$ cat src/design/xtea_like_block_cipher_defines.svh
// Assertion helpers for the cipher RTL.
`ifndef XTEA_LIKE_BLOCK_CIPHER_DEFINES_SVH
`define XTEA_LIKE_BLOCK_CIPHER_DEFINES_SVH

// Same-cycle implication, checked while out of reset.
`define XLBC_ASSERT_IMPLY(lbl, ante, cons) \
	lbl: assert property (@(posedge clk) disable iff (!arst_n) (ante) |-> (cons)) \
		else $error("xlbc check failed");

// Next-cycle implication, checked while out of reset.
`define XLBC_ASSERT_NEXT(lbl, ante, cons) \
	lbl: assert property (@(posedge clk) disable iff (!arst_n) (ante) |=> (cons)) \
		else $error("xlbc check failed");

`endif

$ cat src/design/xlbc_pkg.sv
package xlbc_pkg;

	localparam int XLBC_MAX_ROUNDS = 29;
	localparam int XLBC_ROUNDS     = 29;

	localparam logic REQ_ENCRYPT = 1'b0;
	localparam logic REQ_DECRYPT = 1'b1;

	// Two round keys per round, first round first.
	localparam logic [31:0] ROUND_KEYS [0:2*XLBC_MAX_ROUNDS-1] = '{
		32'h363DDF8A, 32'hE3707311, 32'h0E879FDD, 32'h24BEA3C7,
		32'h9B7E408B, 32'h3074528A, 32'hC6445404, 32'hA35E8A61,
		32'h99B3FD42, 32'h4DF979E2, 32'h1F8C4B0E, 32'h1447FFFA,
		32'h8B99BBFD, 32'hAF5F33D7, 32'h2F51FB8C, 32'hADC702EB,
		32'hB5A5319C, 32'h33984815, 32'h41535A36, 32'hE657EB0B,
		32'hA4B199FF, 32'hD1C6CD38, 32'hBF583A5E, 32'h930ABA46,
		32'hD72C79D9, 32'h6BFEFE79, 32'hC078D7C2, 32'h4E7543D1,
		32'h4CD7A6F5, 32'h86E471D0, 32'hA3AF0F50, 32'h5347B2A8,
		32'h32C531A5, 32'h6917DC30, 32'h47BB052F, 32'hCBF37B13,
		32'hD78FCCAA, 32'hB69B15D6, 32'h13CE1C8E, 32'h38FEA0C8,
		32'h4B0F668A, 32'h680AFFA0, 32'h6F6DCF36, 32'h4D5B77E0,
		32'hAE297FA2, 32'hF059DF29, 32'h4C598EFB, 32'hE006177F,
		32'h60F2E72D, 32'h9060FA96, 32'h7B264647, 32'h69982847,
		32'hB2722356, 32'h586C7009, 32'hA2208796, 32'h1DB31180,
		32'hF6CBF07E, 32'h8FE301BC
	};

	// Little-endian words of the fixed 64-byte key string.
	localparam logic [31:0] KEY_WORDS [0:15] = '{
		32'h206D2749, 32'h69622061, 32'h61662067, 32'h666F206E,
		32'h70657320, 32'h6D657974, 32'h37633634, 32'h66336265,
		32'h63383538, 32'h66373331, 32'h66646239, 32'h65356166,
		32'h38386630, 32'h39386530, 32'h62623935, 32'h35366532
	};

	// One pipeline slot: u starts as the upper input word, v as the lower.
	typedef struct packed {
		logic        valid;
		logic        dir;
		logic [31:0] u;
		logic [31:0] v;
	} xlbc_stage_t;

	function automatic logic [31:0] xlbc_mix(input logic [31:0] x, input logic [31:0] rk);
		logic [31:0] kw;
		kw = KEY_WORDS[x[3:0]];
		return (rk + kw) ^ (x + ((x >> 5) ^ (x << 4)));
	endfunction

endpackage

$ cat src/design/xlbc_half_round.sv
module xlbc_half_round #(
	parameter int STEP  = 0,
	parameter int STEPS = 2
) (
	input  logic                 clk,
	input  logic                 arst_n,
	input  xlbc_pkg::xlbc_stage_t stage_in,
	output xlbc_pkg::xlbc_stage_t stage_out
);
	import xlbc_pkg::*;

	// Decryption walks the key schedule from the far end.
	localparam logic [31:0] RK_ENC  = ROUND_KEYS[STEP];
	localparam logic [31:0] RK_DEC  = ROUND_KEYS[STEPS-1-STEP];
	localparam bit          UPD_V   = (STEP % 2) == 1;

	logic [31:0] rk;
	logic [31:0] src;
	logic [31:0] dst;
	logic [31:0] mixed;
	logic [31:0] dst_next;

	logic        valid_s1;
	logic        dir_s1;
	logic [31:0] u_s1;
	logic [31:0] v_s1;

	always_comb begin
		rk       = (stage_in.dir == REQ_DECRYPT) ? RK_DEC : RK_ENC;
		src      = UPD_V ? stage_in.u : stage_in.v;
		dst      = UPD_V ? stage_in.v : stage_in.u;
		mixed    = xlbc_mix(src, rk);
		dst_next = (stage_in.dir == REQ_DECRYPT) ? (dst - mixed) : (dst + mixed);
	end

	always_ff @(posedge clk or negedge arst_n) begin
		if (!arst_n) begin
			valid_s1 <= 1'b0;
		end else begin
			valid_s1 <= stage_in.valid;
		end
	end

	always_ff @(posedge clk) begin
		dir_s1 <= stage_in.dir;
		u_s1   <= UPD_V ? stage_in.u : dst_next;
		v_s1   <= UPD_V ? dst_next : stage_in.v;
	end

	assign stage_out = '{valid: valid_s1, dir: dir_s1, u: u_s1, v: v_s1};

endmodule

$ cat config.mk
export PLATFORM = sky130hd
export DESIGN_NAME = xlbc_half_round
export DESIGN_NICKNAME = d
export VERILOG_FILES = /design/src/design/xtea_like_block_cipher_defines.svh /design/src/design/xlbc_pkg.sv /design/src/design/xlbc_half_round.sv
export SDC_FILE = /design/constraint.sdc
export NUM_CORES = 1
export LEC_CHECK = 0
export BUFFER_PORTS_ARGS = -buffer_cell sky130_fd_sc_hd__buf_4
export CORE_MARGIN = 1
export CORE_UTILIZATION = 55
export CTS_CLUSTER_DIAMETER = 40
export CTS_CLUSTER_SIZE = 16
export DETAILED_ROUTE_END_ITERATION = 10
export PLACE_DENSITY = 0.79
export SLEW_MARGIN = 30
export SYNTH_ARGS = -nofsm -noshare
export SYNTH_HDL_FRONTEND = slang
export SYNTH_SLANG_ARGS = --single-unit
$ cat constraint.sdc
create_clock -name clk -period 0.8 [get_ports clk]
set_input_delay 0 -clock clk [delete_from_list [all_inputs] [get_ports clk]]
set_output_delay 0 -clock clk [all_outputs]
set_load 0.01 [all_outputs]
==> impl_metrics.json, run 1 <==
{
  "status": "did not finish",
  "haltStage": "clock tree synthesis",
  "error_line": "[ERROR DPL-0033] detailed placement checks failed during check placement.",
  "post_cts_buffers": 31,
  "clockBufferDepth": 2,
  "ys_ff_latch": 66,
  "synth_area_leaders": "dfxtp_1 (18%), ha_1 (15%), xnor2_1 (9.9%)",
  "rows": 41,
  "clock-sinks": 66,
  "pre_cts_ws_ns": -4.64,
  "postCtsHoldBufs": 33,
  "seq_area_frac_synth_pct": 18.0,
  "cts_resized": 132,
  "yosysTopAreaCell": "dfxtp_1",
  "dieWidth_um": 118,
  "gp_congestion": 0.961,
  "ys.flop_type": "dfxtp_1",
  "syn_area_mm2": 0.00736,
  "cts_buffers": 9,
  "syn_inst": 903,
  "synth_cell_type_count": 69,
  "synth.net_count": 1062,
  "die_h_um": 118,
  "hpwl_mm": 21.7,
  "initial_core_util_pct": 57.4,
  "portBuffers": 133,
  "clock-root-buffer": "clkbuf_16",
  "num_io_pins": 134,
  "synth_top_area_share_pct": 17.7,
  "avgSynthCellArea_um2": 8.15,
  "dp.cells": 1515,
  "synth_edf_count": 0,
  "ys_warn_count": 0,
  "async_flop_share_pct": 1.52,
  "htreeDepth": 3
}
[synthesized netlist by cell type, types with 13 or more instances]
cell type,instances
a21oi_1,91
ha_1,88
xnor2_1,83
xor2_1,67
dfxtp_1,65
nor2_1,59
o21ai_0,41
nand2_1,39
a21o_1,38
nand3_1,36
inv_1,31
and3_1,21
clkbuf_1,20
a31oi_1,18
nor3_1,18
nand2b_1,14
nor2b_1,13
[cell families after synthesis]
logic type | after synthesis | synth area share (%)
AO/OA/AOI/OAI | 274 | 24.5
XOR/XNOR | 155 | 19.4
AND/OR/NAND/NOR | 245 | 17.2
flip-flops | 66 | 18.0
buffers and inverters | 63 | 3.42
multiplexers | 9 | 1.63
adder cells (fa/ha/maj) | 91 | 15.8
[per-stage QoR]
stage	utilization (%)	cell area, um^2	hold WS (ns)
after floorplan	-	7690	-0.296
after global placement	87.6	11200	-0.225
after detailed placement	87.6	11200	-0.223
==> run 2: changes to the inputs <==
--- a/config.mk
+++ b/config.mk
@@ -7,11 +7,9 @@
 export LEC_CHECK = 0
 export BUFFER_PORTS_ARGS = -buffer_cell sky130_fd_sc_hd__buf_4
 export CORE_MARGIN = 1
-export CORE_UTILIZATION = 55
-export CTS_CLUSTER_DIAMETER = 40
-export CTS_CLUSTER_SIZE = 16
+export CORE_UTILIZATION = 40
 export DETAILED_ROUTE_END_ITERATION = 10
-export PLACE_DENSITY = 0.79
+export PLACE_DENSITY_LB_ADDON = 0.15
 export SLEW_MARGIN = 30
 export SYNTH_ARGS = -nofsm -noshare
 export SYNTH_HDL_FRONTEND = slang
==> impl_metrics.json, run 2 <==
{
  "synth_top_area_share_pct": 17.7,
  "initial_core_util_pct": 40.8,
  "num_io_pins": 134,
  "timing.hold.ws_ns": -0.0333,
  "portBuffers": 133,
  "ys.flop_type": "dfxtp_1",
  "avgRoutedWirePerCell_um": 15.3,
  "core_mm2": 0.0180,
  "hpwl_mm": 19.8,
  "grt_max_degree": 34,
  "synth.net_count": 1062,
  "overflow": 0,
  "max_slew_margin_pct": 62.3,
  "antenna_found_initial": 0,
  "crit_top_cell": "a21oi_2",
  "fin_crit_sh_pct": 626,
  "seq_area_frac_synth_pct": 18.0,
  "status": "complete, but fails checks",
  "synthTopCellsByCount": "a21oi_1 (91), ha_1 (88), xnor2_1 (83), xor2_1 (67), dfxtp_1 (65)",
  "yosysMostFrequentCell": "a21oi_1",
  "postCtsHoldBufs": 33,
  "dp.cells": 1584,
  "final_cell_mix": "buf_4 (458), xnor2_1 (76), ha_1 (76), xor2_1 (64), a21oi_1 (60)",
  "grt_pass1_vias": 8265,
  "final_cell_count_no_fill": 1665,
  "drc_errors": 0,
  "power_leakage_nw": 6.27,
  "syn_inst": 903,
  "clockBufferDepth": 2,
  "ys_ff_latch": 66,
  "clock-root-buffer": "clkbuf_16",
  "htreeDepth": 3,
  "clk_pin_slew_worst_paths_ns": 0.06,
  "worstPathMaxFanout": 5,
  "yosysTopAreaCell": "dfxtp_1",
  "slowest_delay_ns": 0.50,
  "ant_nets": 0,
  "layout-drive-gt1-share_pct": 49.6,
  "critical-path-slowest-cell": "o41ai_4",
  "worst_slew_pin_slew_ns": 0.561,
  "synthToLayoutAreaGrowth_pct": 77.5,
  "gp_congestion": 0.913,
  "clock-sinks": 66,
  "vias_per_cell": 5.13,
  "reg_top3": "u_s1 x32, v_s1 x32",
  "rsz0062_at_grt": "yes",
  "die_area_mm2": 0.0189,
  "violations": "negative hold slack, negative setup slack",
  "dieWidth_um": 138,
  "synth_cell_type_count": 69,
  "final_net_count": 1590,
  "grt_use_total_pct": 27.0,
  "ys_warn_count": 0,
  "cts_tree": "yes",
  "maxCapViolations": 0,
  "synth_area_leaders": "dfxtp_1 (18%), ha_1 (15%), xnor2_1 (9.9%)",
  "avgSynthCellArea_um2": 8.15,
  "die_h_um": 138,
  "first_iter_violations": 397,
  "cp-start-kind": "input port",
  "hp-class": "input port to register",
  "crit_arrival_ns": 5.24,
  "setup_viol": 33,
  "p_per_area_mw_per_mm2": 2730,
  "diodes": 0,
  "mostFrequentLayoutCell": "buf_4",
  "critPathCaptureType": "register",
  "firstDrtPassIters": 5,
  "finalSetupTns_ns": -105.60,
  "num-fill-cells": 1386,
  "period_needed_ns": 5.01,
  "fin_ws_ns": -4.21,
  "vdd_drop_max_mv": 2.41,
  "slew_viol_final": 0,
  "grt_pass1_wl_mm": 39.7,
  "crit_type": "input port to register",
  "finalWirelength_mm": 25.5,
  "hold_viol_final": 1,
  "rows": 49,
  "fmax_ghz": 0.200,
  "vias": 8549,
  "async_flop_share_pct": 1.52,
  "cp.required_ns": 1.03,
  "cts_buffers": 9,
  "syn_area_mm2": 0.00736,
  "synth_edf_count": 0
}
## run 2: cell counts after synthesis
Identical to the previous run, type by type.
## run 2: cells by family after synthesis
| kind of cell | Yosys count | synth area share, % |
|---|---|---|
| AOI/OAI and AO/OA | 274 | 24.5 |
| xor gates and xnor gates | 155 | 19.4 |
| adders and majority gates | 91 | 15.8 |
| buffers and inverters | 63 | 3.42 |
| DFF | 66 | 18.0 |
| muxes | 9 | 1.63 |
| and+or+nand+nor | 245 | 17.2 |
## run 2: worst max-delay path: cells and delay by family
kind | cells | cell delay [ns]
compound gates | 13 | 2.21
simple gates | 8 | 1.11
fa+ha+maj | 4 | 1.07
xor+xnor | 3 | 0.57
buf+inv | 2 | 0.29
## run 2: area by class of cell
type / instances / area [um^2] / share of cell area [%]
multi-input cells: 774 / 6540 / 50.1
well taps: 229 / 287 / 2.19
clock inverters: 6 / 88.8 / 0.680
clock buffers: 10 / 239 / 1.83
repair buffers: 548 / 4410 / 33.8
inverters: 32 / 129 / 0.986
flip-flops and latches: 66 / 1370 / 10.4
## run 2: per-layer routing
layer | GRT usage, % | wire (um)
met2 | 46.0 | 12300
met4 | 9.95 | 688
met3 | 2.10 | 954
met5 | 0 | 0
met1 | 35.4 | 11600
## run 2: path summary, 6_finish.rpt
| kind | endpoint | depth (start not counted) | from | slack, ns |
|---|---|---|---|---|
| min in group asynchronous | valid_s1$_DFF_PN0_ | 3 | arst_n | 0.49 |
| max in group asynchronous | valid_s1$_DFF_PN0_ | 3 | arst_n | 0.21 |
| min | u_s1[1]$_DFF_P_ | 2 | stage_in[33] | -0.03 |
| max | u_s1[31]$_DFF_P_ | 30 | stage_in[1] | -4.21 |
## run 2: where the power goes
group          leakage (nW)  internal, mW  switching, mW  total [mW]
Combinational          5.56          14.5           11.8        26.3
Clock                 0.155          2.82           1.75        4.58
Sequential            0.560          4.44          0.303        4.74
Total                  6.27          21.8           13.9        35.6
## run 2: repair_timing
action,CTS,global route
endpoints found under the hold margin,33,1
setup buffers,20,15
pin swaps,53,43
setup endpoints to repair,47,59
gates resized for setup,121,91
## run 2: per-stage QoR
stage                     cell area, um^2  setup WS, ns  power (mW)  utilization (%)
after global placement              11400         -4.58        26.4             63.1
after floorplan                      7690         -4.40        17.0                -
after global routing                13100         -4.43        38.2             72.5
after CTS                           12600         -4.09        33.7             70.1
after detailed placement            11400         -4.69        26.8             63.1
final                               13100         -4.21        35.6             72.5
Note: power is estimated with default switching activity, not from simulation.
